**src/rtl/core/chained_hash_record_table_defines.svh**
```systemverilog
// Assertion macros for the chained hash record table.
// No dependencies.
`ifndef CHAINED_HASH_RECORD_TABLE_DEFINES_SVH
`define CHAINED_HASH_RECORD_TABLE_DEFINES_SVH

// Implication checked every clock outside reset.
`define CHRT_ASSERT_IMPL(label, clk, rst_n, ante, cons, msg) \
    label: assert property (@(posedge clk) disable iff (!rst_n) (ante) |-> (cons)) \
        else $error(msg);

// Invariant checked every clock outside reset.
`define CHRT_ASSERT_ALWAYS(label, clk, rst_n, cond, msg) \
    label: assert property (@(posedge clk) disable iff (!rst_n) (cond)) else $error(msg);

`endif

```
**src/rtl/core/chrt_pkg.sv**
```systemverilog
// Package for the chained hash record table: sizes, status codes, FSM states.
// No dependencies.
package chrt_pkg;
    localparam int SLOTS     = 16;
    localparam int KEY_BYTES = 8;
    localparam int SLOT_W    = $clog2(SLOTS);
    localparam int LINK_W    = SLOT_W + 1;
    localparam int CAP_W     = 5;
    localparam int KEY_W     = 64;
    localparam int BUCKET_W  = 4;
    localparam int STATUS_W  = 3;
    localparam logic [LINK_W-1:0] NIL = LINK_W'(SLOTS);
    localparam logic [CAP_W-1:0] CAP_RESET = CAP_W'(16);
    localparam logic [KEY_W-1:0] KEY_MASK = ~({KEY_W{1'b1}} >> (8 * KEY_BYTES - 1) >> 1);

    typedef enum logic [STATUS_W-1:0] {
        ST_OK         = 3'd0,
        ST_NOT_FOUND  = 3'd1,
        ST_FULL       = 3'd2,
        ST_DUPLICATE  = 3'd3,
        ST_BAD_BUCKET = 3'd4
    } status_t;

    typedef enum logic [2:0] {
        S_CLEAR,
        S_IDLE,
        S_HEAD,
        S_WALK,
        S_LINK,
        S_DONE
    } state_t;

    localparam logic ACT_FIND   = 1'b0;
    localparam logic ACT_INSERT = 1'b1;
endpackage

```
**src/rtl/core/chrt_if.sv**
```systemverilog
// Valid/ready channel interfaces for the chained hash record table.
// Depends on chrt_pkg.
interface chrt_req_if import chrt_pkg::*; ();
    logic                valid;
    logic                ready;
    logic                action;
    logic [KEY_W-1:0]    key;
    logic [BUCKET_W-1:0] bucket;
    modport source (output valid, action, key, bucket, input ready);
    modport sink   (input valid, action, key, bucket, output ready);
endinterface

interface chrt_rsp_if import chrt_pkg::*; ();
    logic                valid;
    logic                ready;
    logic [STATUS_W-1:0] status;
    logic [SLOT_W-1:0]   slot;
    modport source (output valid, status, slot, input ready);
    modport sink   (input valid, status, slot, output ready);
endinterface

interface chrt_cfg_if import chrt_pkg::*; ();
    logic             valid;
    logic             ready;
    logic [CAP_W-1:0] data;
    modport source (output valid, data, input ready);
    modport sink   (input valid, data, output ready);
endinterface

```
**src/rtl/core/chrt_chain_mem.sv**
```systemverilog
// Slot memory: key store and chain-next links, one synchronous write port and one synchronous read port.
// Depends on chrt_pkg.
module chrt_chain_mem import chrt_pkg::*; (
    input  logic              clk,
    input  logic              wr_en,
    input  logic [SLOT_W-1:0] wr_addr,
    input  logic [KEY_W-1:0]  wr_key,
    input  logic [LINK_W-1:0] wr_next,
    input  logic [SLOT_W-1:0] rd_addr,
    output logic [KEY_W-1:0]  rd_key,
    output logic [LINK_W-1:0] rd_next
);
    logic [KEY_W-1:0]  key_mem  [SLOTS];
    logic [LINK_W-1:0] next_mem [SLOTS];

    always_ff @(posedge clk)
    begin
        if (wr_en)
        begin
            key_mem[wr_addr]  <= wr_key;
            next_mem[wr_addr] <= wr_next;
        end
        rd_key  <= key_mem[rd_addr];
        rd_next <= next_mem[rd_addr];
    end
endmodule

```
**src/rtl/core/chained_hash_record_table.sv**
```systemverilog
// Chained hash record table. A request word (find or insert of a 64-bit key
// in a given bucket) gives its result word after the head, walk, link and done
// states in turn: walk once per slot visited in the bucket chain, link only for
// an insert that finds no duplicate (a bad bucket or empty chain skips the walk). The walk
// reads one slot per cycle from the slot memory and visits at most capacity
// slots. Inserts use slots in order 0,1,2..., since slots are never freed; a
// full table answers table full. A capacity write is taken only while idle and
// clears all chains (head registers, allocation count); there is no clearing
// pass after reset. The result word is held in an output register; the next
// request is accepted no earlier than the cycle after that word is taken.
// Depends on chrt_pkg, chrt_if, chrt_chain_mem and the defines header.
`include "chained_hash_record_table_defines.svh"
module chained_hash_record_table import chrt_pkg::*; (
    input  logic        clk,
    input  logic        rst_n,
    chrt_cfg_if.sink    cfg,
    chrt_req_if.sink    req,
    chrt_rsp_if.source  rsp
);
    // Bucket head links and the allocation counter (next idle slot).
    logic [LINK_W-1:0]   head_reg [SLOTS];
    logic [CAP_W-1:0]    cap_reg, cap_next;
    logic [LINK_W-1:0]   alloc_reg, alloc_next;
    state_t              state_reg, state_next;
    logic                act_reg;
    logic [KEY_W-1:0]    key_reg;
    logic [BUCKET_W-1:0] bkt_reg;
    logic [CAP_W-1:0]    cnt_reg, cnt_next;
    logic                rsp_valid_reg;
    status_t             rsp_status_reg, status_next;
    logic [SLOT_W-1:0]   rsp_slot_reg, slot_next;

    logic              mem_wr;
    logic [SLOT_W-1:0] mem_rd_addr;
    logic [KEY_W-1:0]  mem_rd_key;
    logic [LINK_W-1:0] mem_rd_next;
    logic              hit;
    logic              accept;
    logic [CAP_W-1:0]  cfg_clamped;

    chrt_chain_mem u_mem (
        .clk     (clk),
        .wr_en   (mem_wr),
        .wr_addr (alloc_reg[SLOT_W-1:0]),
        .wr_key  (key_reg),
        .wr_next (head_reg[bkt_reg]),
        .rd_addr (mem_rd_addr),
        .rd_key  (mem_rd_key),
        .rd_next (mem_rd_next)
    );

    assign cfg.ready = (state_reg == S_IDLE);
    assign req.ready = (state_reg == S_IDLE) && !rsp_valid_reg && !cfg.valid;
    assign accept    = req.valid && req.ready;
    assign rsp.valid  = rsp_valid_reg;
    assign rsp.status = rsp_status_reg;
    assign rsp.slot   = rsp_slot_reg;

    always_comb
    begin
        if (cfg.data < CAP_W'(2))
            cfg_clamped = CAP_W'(2);
        else if (cfg.data > CAP_W'(SLOTS))
            cfg_clamped = CAP_W'(SLOTS);
        else
            cfg_clamped = cfg.data;
    end

    assign hit      = ((mem_rd_key ^ key_reg) & KEY_MASK) == '0;
    assign mem_rd_addr = (state_reg == S_HEAD) ? head_reg[bkt_reg][SLOT_W-1:0]
                                               : mem_rd_next[SLOT_W-1:0];
    // Write only when a slot is really taken; a full table leaves memory alone.
    assign mem_wr   = (state_reg == S_LINK) && (alloc_reg < LINK_W'(cap_reg));

    // Next state.
    always_comb
    begin
        state_next = state_reg;
        unique case (state_reg)
            S_CLEAR: state_next = S_IDLE;
            S_IDLE:  if (accept) state_next = S_HEAD;
            S_HEAD:
            begin
                if ({1'b0, bkt_reg} >= cap_reg)
                    state_next = S_DONE;
                else if (head_reg[bkt_reg] >= LINK_W'(cap_reg))
                    state_next = (act_reg == ACT_INSERT) ? S_LINK : S_DONE;
                else
                    state_next = S_WALK;
            end
            S_WALK:
            begin
                if (hit || !(cnt_reg + CAP_W'(1) < cap_reg)
                        || !(mem_rd_next < LINK_W'(cap_reg)))
                    state_next = (!hit && act_reg == ACT_INSERT) ? S_LINK : S_DONE;
            end
            S_LINK:  state_next = S_DONE;
            S_DONE:  state_next = S_IDLE;
            default: state_next = S_IDLE;
        endcase
    end

    // Datapath and result.
    always_comb
    begin
        cnt_next    = cnt_reg;
        alloc_next  = alloc_reg;
        cap_next    = cap_reg;
        status_next = rsp_status_reg;
        slot_next   = rsp_slot_reg;
        unique case (state_reg)
            S_IDLE:
            begin
                if (cfg.valid)
                begin
                    cap_next   = cfg_clamped;
                    alloc_next = '0;
                end
            end
            S_HEAD:
            begin
                cnt_next  = '0;
                slot_next = '0;
                if ({1'b0, bkt_reg} >= cap_reg)
                    status_next = ST_BAD_BUCKET;
                else
                    status_next = ST_NOT_FOUND;
            end
            S_WALK:
            begin
                cnt_next = cnt_reg + CAP_W'(1);
                if (hit)
                    status_next = (act_reg == ACT_INSERT) ? ST_DUPLICATE : ST_OK;
            end
            S_LINK:
            begin
                if (alloc_reg >= LINK_W'(cap_reg))
                    status_next = ST_FULL;
                else
                begin
                    status_next = ST_OK;
                    slot_next   = alloc_reg[SLOT_W-1:0];
                    alloc_next  = alloc_reg + LINK_W'(1);
                end
            end
            default: ;
        endcase
    end

    always_ff @(posedge clk or negedge rst_n)
    begin
        if (!rst_n)
        begin
            state_reg     <= S_CLEAR;
            cap_reg       <= CAP_RESET;
            alloc_reg     <= '0;
            rsp_valid_reg <= 1'b0;
            for (int i = 0; i < SLOTS; i++)
                head_reg[i] <= NIL;
        end
        else
        begin
            state_reg <= state_next;
            cap_reg   <= cap_next;
            alloc_reg <= alloc_next;
            if (rsp_valid_reg && rsp.ready)
                rsp_valid_reg <= 1'b0;
            else if (state_reg == S_DONE)
                rsp_valid_reg <= 1'b1;
            if (state_reg == S_IDLE && cfg.valid)
                for (int i = 0; i < SLOTS; i++)
                    head_reg[i] <= NIL;
            if (state_reg == S_LINK && alloc_reg < LINK_W'(cap_reg))
                head_reg[bkt_reg] <= alloc_reg;
        end
    end

    always_ff @(posedge clk)
    begin
        if (accept)
        begin
            act_reg <= req.action;
            key_reg <= req.key & KEY_MASK;
            bkt_reg <= req.bucket;
        end
        cnt_reg        <= cnt_next;
        rsp_status_reg <= status_next;
        rsp_slot_reg   <= slot_next;
    end

    `CHRT_ASSERT_ALWAYS(a_alloc_bound, clk, rst_n, alloc_reg <= LINK_W'(cap_reg),
        "allocation past capacity")
    `CHRT_ASSERT_IMPL(a_no_accept_busy, clk, rst_n, state_reg != S_IDLE, !req.ready,
        "request taken while busy")
    `CHRT_ASSERT_IMPL(a_link_slot, clk, rst_n,
        state_reg == S_DONE && rsp_status_reg == ST_OK && act_reg == ACT_INSERT
            && !$past(state_reg == S_WALK),
        rsp_slot_reg == alloc_reg[SLOT_W-1:0] - SLOT_W'(1),
        "inserted slot does not match allocation")
endmodule
```
**src/flat_wrapper.sv**
```systemverilog
// flat-port wrapper written by rule: the top's interface ports become plain ports
module chained_hash_record_table_flat import chrt_pkg::*;
  (clk, rst_n, cfg_valid, cfg_data, cfg_ready, req_valid, req_action, req_key, req_bucket, req_ready, rsp_valid, rsp_status, rsp_slot, rsp_ready);
  chrt_cfg_if cfg_i ();
  chrt_req_if req_i ();
  chrt_rsp_if rsp_i ();
  input  logic clk;
  input  logic rst_n;
  input wire logic [$bits(cfg_i.valid)-1:0] cfg_valid;
  input wire logic [$bits(cfg_i.data)-1:0] cfg_data;
  output wire logic [$bits(cfg_i.ready)-1:0] cfg_ready;
  input wire logic [$bits(req_i.valid)-1:0] req_valid;
  input wire logic [$bits(req_i.action)-1:0] req_action;
  input wire logic [$bits(req_i.key)-1:0] req_key;
  input wire logic [$bits(req_i.bucket)-1:0] req_bucket;
  output wire logic [$bits(req_i.ready)-1:0] req_ready;
  output wire logic [$bits(rsp_i.valid)-1:0] rsp_valid;
  output wire logic [$bits(rsp_i.status)-1:0] rsp_status;
  output wire logic [$bits(rsp_i.slot)-1:0] rsp_slot;
  input wire logic [$bits(rsp_i.ready)-1:0] rsp_ready;
  assign cfg_i.valid = cfg_valid;
  assign cfg_i.data = cfg_data;
  assign cfg_ready = cfg_i.ready;
  assign req_i.valid = req_valid;
  assign req_i.action = req_action;
  assign req_i.key = req_key;
  assign req_i.bucket = req_bucket;
  assign req_ready = req_i.ready;
  assign rsp_valid = rsp_i.valid;
  assign rsp_status = rsp_i.status;
  assign rsp_slot = rsp_i.slot;
  assign rsp_i.ready = rsp_ready;
  chained_hash_record_table u_core (.clk(clk), .rst_n(rst_n), .cfg(cfg_i), .req(req_i), .rsp(rsp_i));
endmodule
```
**config.mk**
```make
export PLATFORM = sky130hd
export DESIGN_NAME = chained_hash_record_table_flat
export DESIGN_NICKNAME = d
export VERILOG_FILES = /design/src/rtl/core/chrt_pkg.sv /design/src/rtl/core/chrt_if.sv /design/src/rtl/core/chrt_chain_mem.sv /design/src/rtl/core/chained_hash_record_table.sv /design/src/flat_wrapper.sv
export VERILOG_INCLUDE_DIRS = /design/src /design/src/rtl/core
export SDC_FILE = /design/constraint.sdc
export NUM_CORES = 2
export LEC_CHECK = 0
export ABC_AREA = 0
export BUFFER_PORTS_ARGS = -buffer_cell sky130_fd_sc_hd__buf_2
export CAP_MARGIN = 20
export CORE_MARGIN = 3
export CORE_UTILIZATION = 24
export DETAILED_ROUTE_END_ITERATION = 7
export PLACE_DENSITY_LB_ADDON = 0.25
export SKIP_LAST_GASP = 1
export SLEW_MARGIN = 40
export SYNTH_ARGS = -nofsm -noshare
export SYNTH_HDL_FRONTEND = slang
export SYNTH_SLANG_ARGS = --single-unit
```
**constraint.sdc**
```tcl
create_clock -name clk -period 8.2 [get_ports clk]
set_clock_uncertainty 0.15 [all_clocks]
set_input_delay 0.41 -clock clk [delete_from_list [all_inputs] [get_ports clk]]
set_output_delay 0.41 -clock clk [all_outputs]
set_load 0.05 [all_outputs]
```
==> run metrics <==
status completed; Final Power 21.4 mW; top post-synthesis cells by area edfxtp_1, a21oi_1, nand2_1; achievable frequency 205 MHz; Synth Warn # 0; share of cells above drive strength 1 0.124; Cell Rows 170; Setup crit start kind flop; Max clock buf depth 3; top-level port count 89; DIE WIDTH 472 um; Reg clk slew, reported paths 0.06 ns; Initial Utilization 0.242; cell taking the most area after synthesis edfxtp_1; Buffers on Ports 88; Cells after Synth 3592; setup TNS 0 ns; final wirelength 149000 um; Worst Hold Class input pin to async pin; max_cap viols 0; final worst slack 3.32 ns; Hold Slack 0.0800 ns; Worst EP required 8.77 ns; max incr delay on CP 0.65 ns; CTS Buf Count 153; root buffer cell clkbuf_16; clk sinks 1348; Netlist cell types 50; core area 215000 sq um; H-tree Lvls 4; Synthesized Nets 3698; 1st-pass router iterations 6; initial antenna violation count 6; reg2reg path depth 11; Final Net Count 3884; Die ar. 223000 sq um; Tot GR Track Use 0.132; Largest register FFs 1024; sequential share of the synthesized area 0.755; Overflow after GRT 0; slew of the pin with the lowest slew margin 0.878 ns; CP delay by family, top buffers and inverters; setup repair bufs after CTS 0; WP data arrival 5.45 ns; P per Cell Area 343 nW/um^2; share of async-settable or async-resettable flops after synthesis 0.0697; area of the multi-input gates 12100 sq um; most used cell, CP buf_4; Post-synth top cells edfxtp_1, nand2_1, a21oi_1; post-CTS resize count 0; fillcell total 21700; vias in the first global route 30800; EDFF count, synth 1185; Top FF cell, synth edfxtp_1; Setup-failing EPs final 0; first-pass GRT wire length 219000 um; critical path class flop to flop; # diodes 0; drt drc 0; hpwl dp 78000 um; count leader, synth edfxtp_1; worst-path fanout max 38; crit end category flop; final core utilization 0.290; pin count of the biggest net entering global routing 150; Final GP Congestion 0.741; die height 472 um; Mapped Avg Cell Area 14.5 sq um; Post-Place Setup Slack 3.19 ns; crit-path cells buf_4 > mux4_2 > a22oi_1 > nand3_1 > inv_1 > nand3_1 > o31ai_4 > buf_4 > buf_4 > a21oi_1 > nand2_1; Max VDD drop 0.000293 V; Worst path depth 11; Reg area 39300 sq um; fin crit share 0.595; TritonCTS clock tree yes; Antenna Nets Post-Route 0; crit path max-delay cell type edfxtp_1; Mapped Area 52100 sq um; Max transition margin 0.415; CP bufs+invs 4; DR iter-0 viols 2354; fin crit period 4.88 ns; area grow syn2layout 19.6%; clk_lat worst skew 0.81 ns; vias per inst 4.55; Leak 20.8 nW; Yosys reg bits 1348; RSZ-0062 raised after global routing no; Fin. Hold Viols 0; Pins Over Slew Limit 0; Routed WL per cell 22.2 um; DR vias 30700; area share of the largest cell type after synthesis 0.683
timing repair:
item                                   CTS  global route
hold buffers                            78             0
setup endpoints to repair                0             0
endpoints found under the hold margin  115             0
power breakdown:
part | total [mW] | leakage [nW] | switching [mW] | internal (mW)
registers | 8.38 | 12.5 | 0.362 | 8.02
clock network | 6.88 | 2.48 | 2.87 | 4.01
logic | 6.12 | 5.78 | 4.21 | 1.91
placed cells by master (no fill, tap or decap), drive strengths merged, types with 3 or more instances in the layout:
master / instances
a21o: 5
a21oi: 564
a221oi: 139
a22oi: 140
and3: 6
buf: 185
bufinv: 11
clkbuf: 213
clkinv: 53
dfrtp: 77
dfstp: 17
dfxtp: 69
dlygate4sd3: 77
edfxtp: 1185
ha: 27
inv: 21
mux2: 4
mux2i: 140
mux4: 21
nand2: 620
nand2b: 10
nand3: 32
nand4: 20
nor2: 46
nor2b: 11
nor3: 14
nor3b: 4
nor4: 9
o21ai: 89
o31ai: 3
or4: 4
xnor2: 67
cells by family after synthesis:
| kind of cell | count (synthesis) | share of synthesized area |
|---|---|---|
| xor gates and xnor gates | 68 | 0.0114 |
| AOI/OAI and AO/OA | 954 | 0.110 |
| buffers and inverters | 248 | 0.0198 |
| and+or+nand+nor | 782 | 0.0611 |
| adders and majority gates | 27 | 0.00648 |
| muxes | 165 | 0.0368 |
| DFF | 1348 | 0.755 |
worst paths after layout:
path / startpoint / end / slack (ns)
setup reg to reg: u_core.bkt_reg[0] / u_core.u_mem.rd_key[14] / 3.32
hold reg to reg: u_core.rsp.valid / u_core.rsp.valid / 0.35
setup / recovery: u_core.bkt_reg[0] / u_core.u_mem.rd_key[14] / 3.32
hold / removal: rst_n / u_core.head_reg[49] / 0.08
max in group asynchronous: rst_n / u_core.head_reg[12] / 7.00
min in group clk: cfg_valid / u_core.state_reg[1] / 0.11
layer usage:
metal	up-vias	GRT usage	wire [um]	part of all wire
met1	15800	0.185	70000	0.47
li1	14100	-	-	-
met2	686	0.213	70700	0.47
met4	4	0.0293	2360	0.016
met3	175	0.0208	6340	0.042
met5	-	0	27	0.00018
metrics by stage:
step / std cells / area [sq um]
2_1_floorplan: 3592 / 52100
3_3_place_gp: 6379 / 56300
3_5_place_dp: 6382 / 56400
4_1_cts: 6741 / 62300
5_1_grt: 6742 / 62300
6_report: 6742 / 62300
layout make-up:
class / count / share of cell area
flip-flops and latches: 1348 / 0.631
clock inverters: 68 / 0.0138
repair buffers: 262 / 0.0352
multi-input cells: 1996 / 0.194
well taps: 2838 / 0.0570
clock buffers: 213 / 0.0681
inverters: 17 / 0.00106
(Power assumes the default switching activity.)
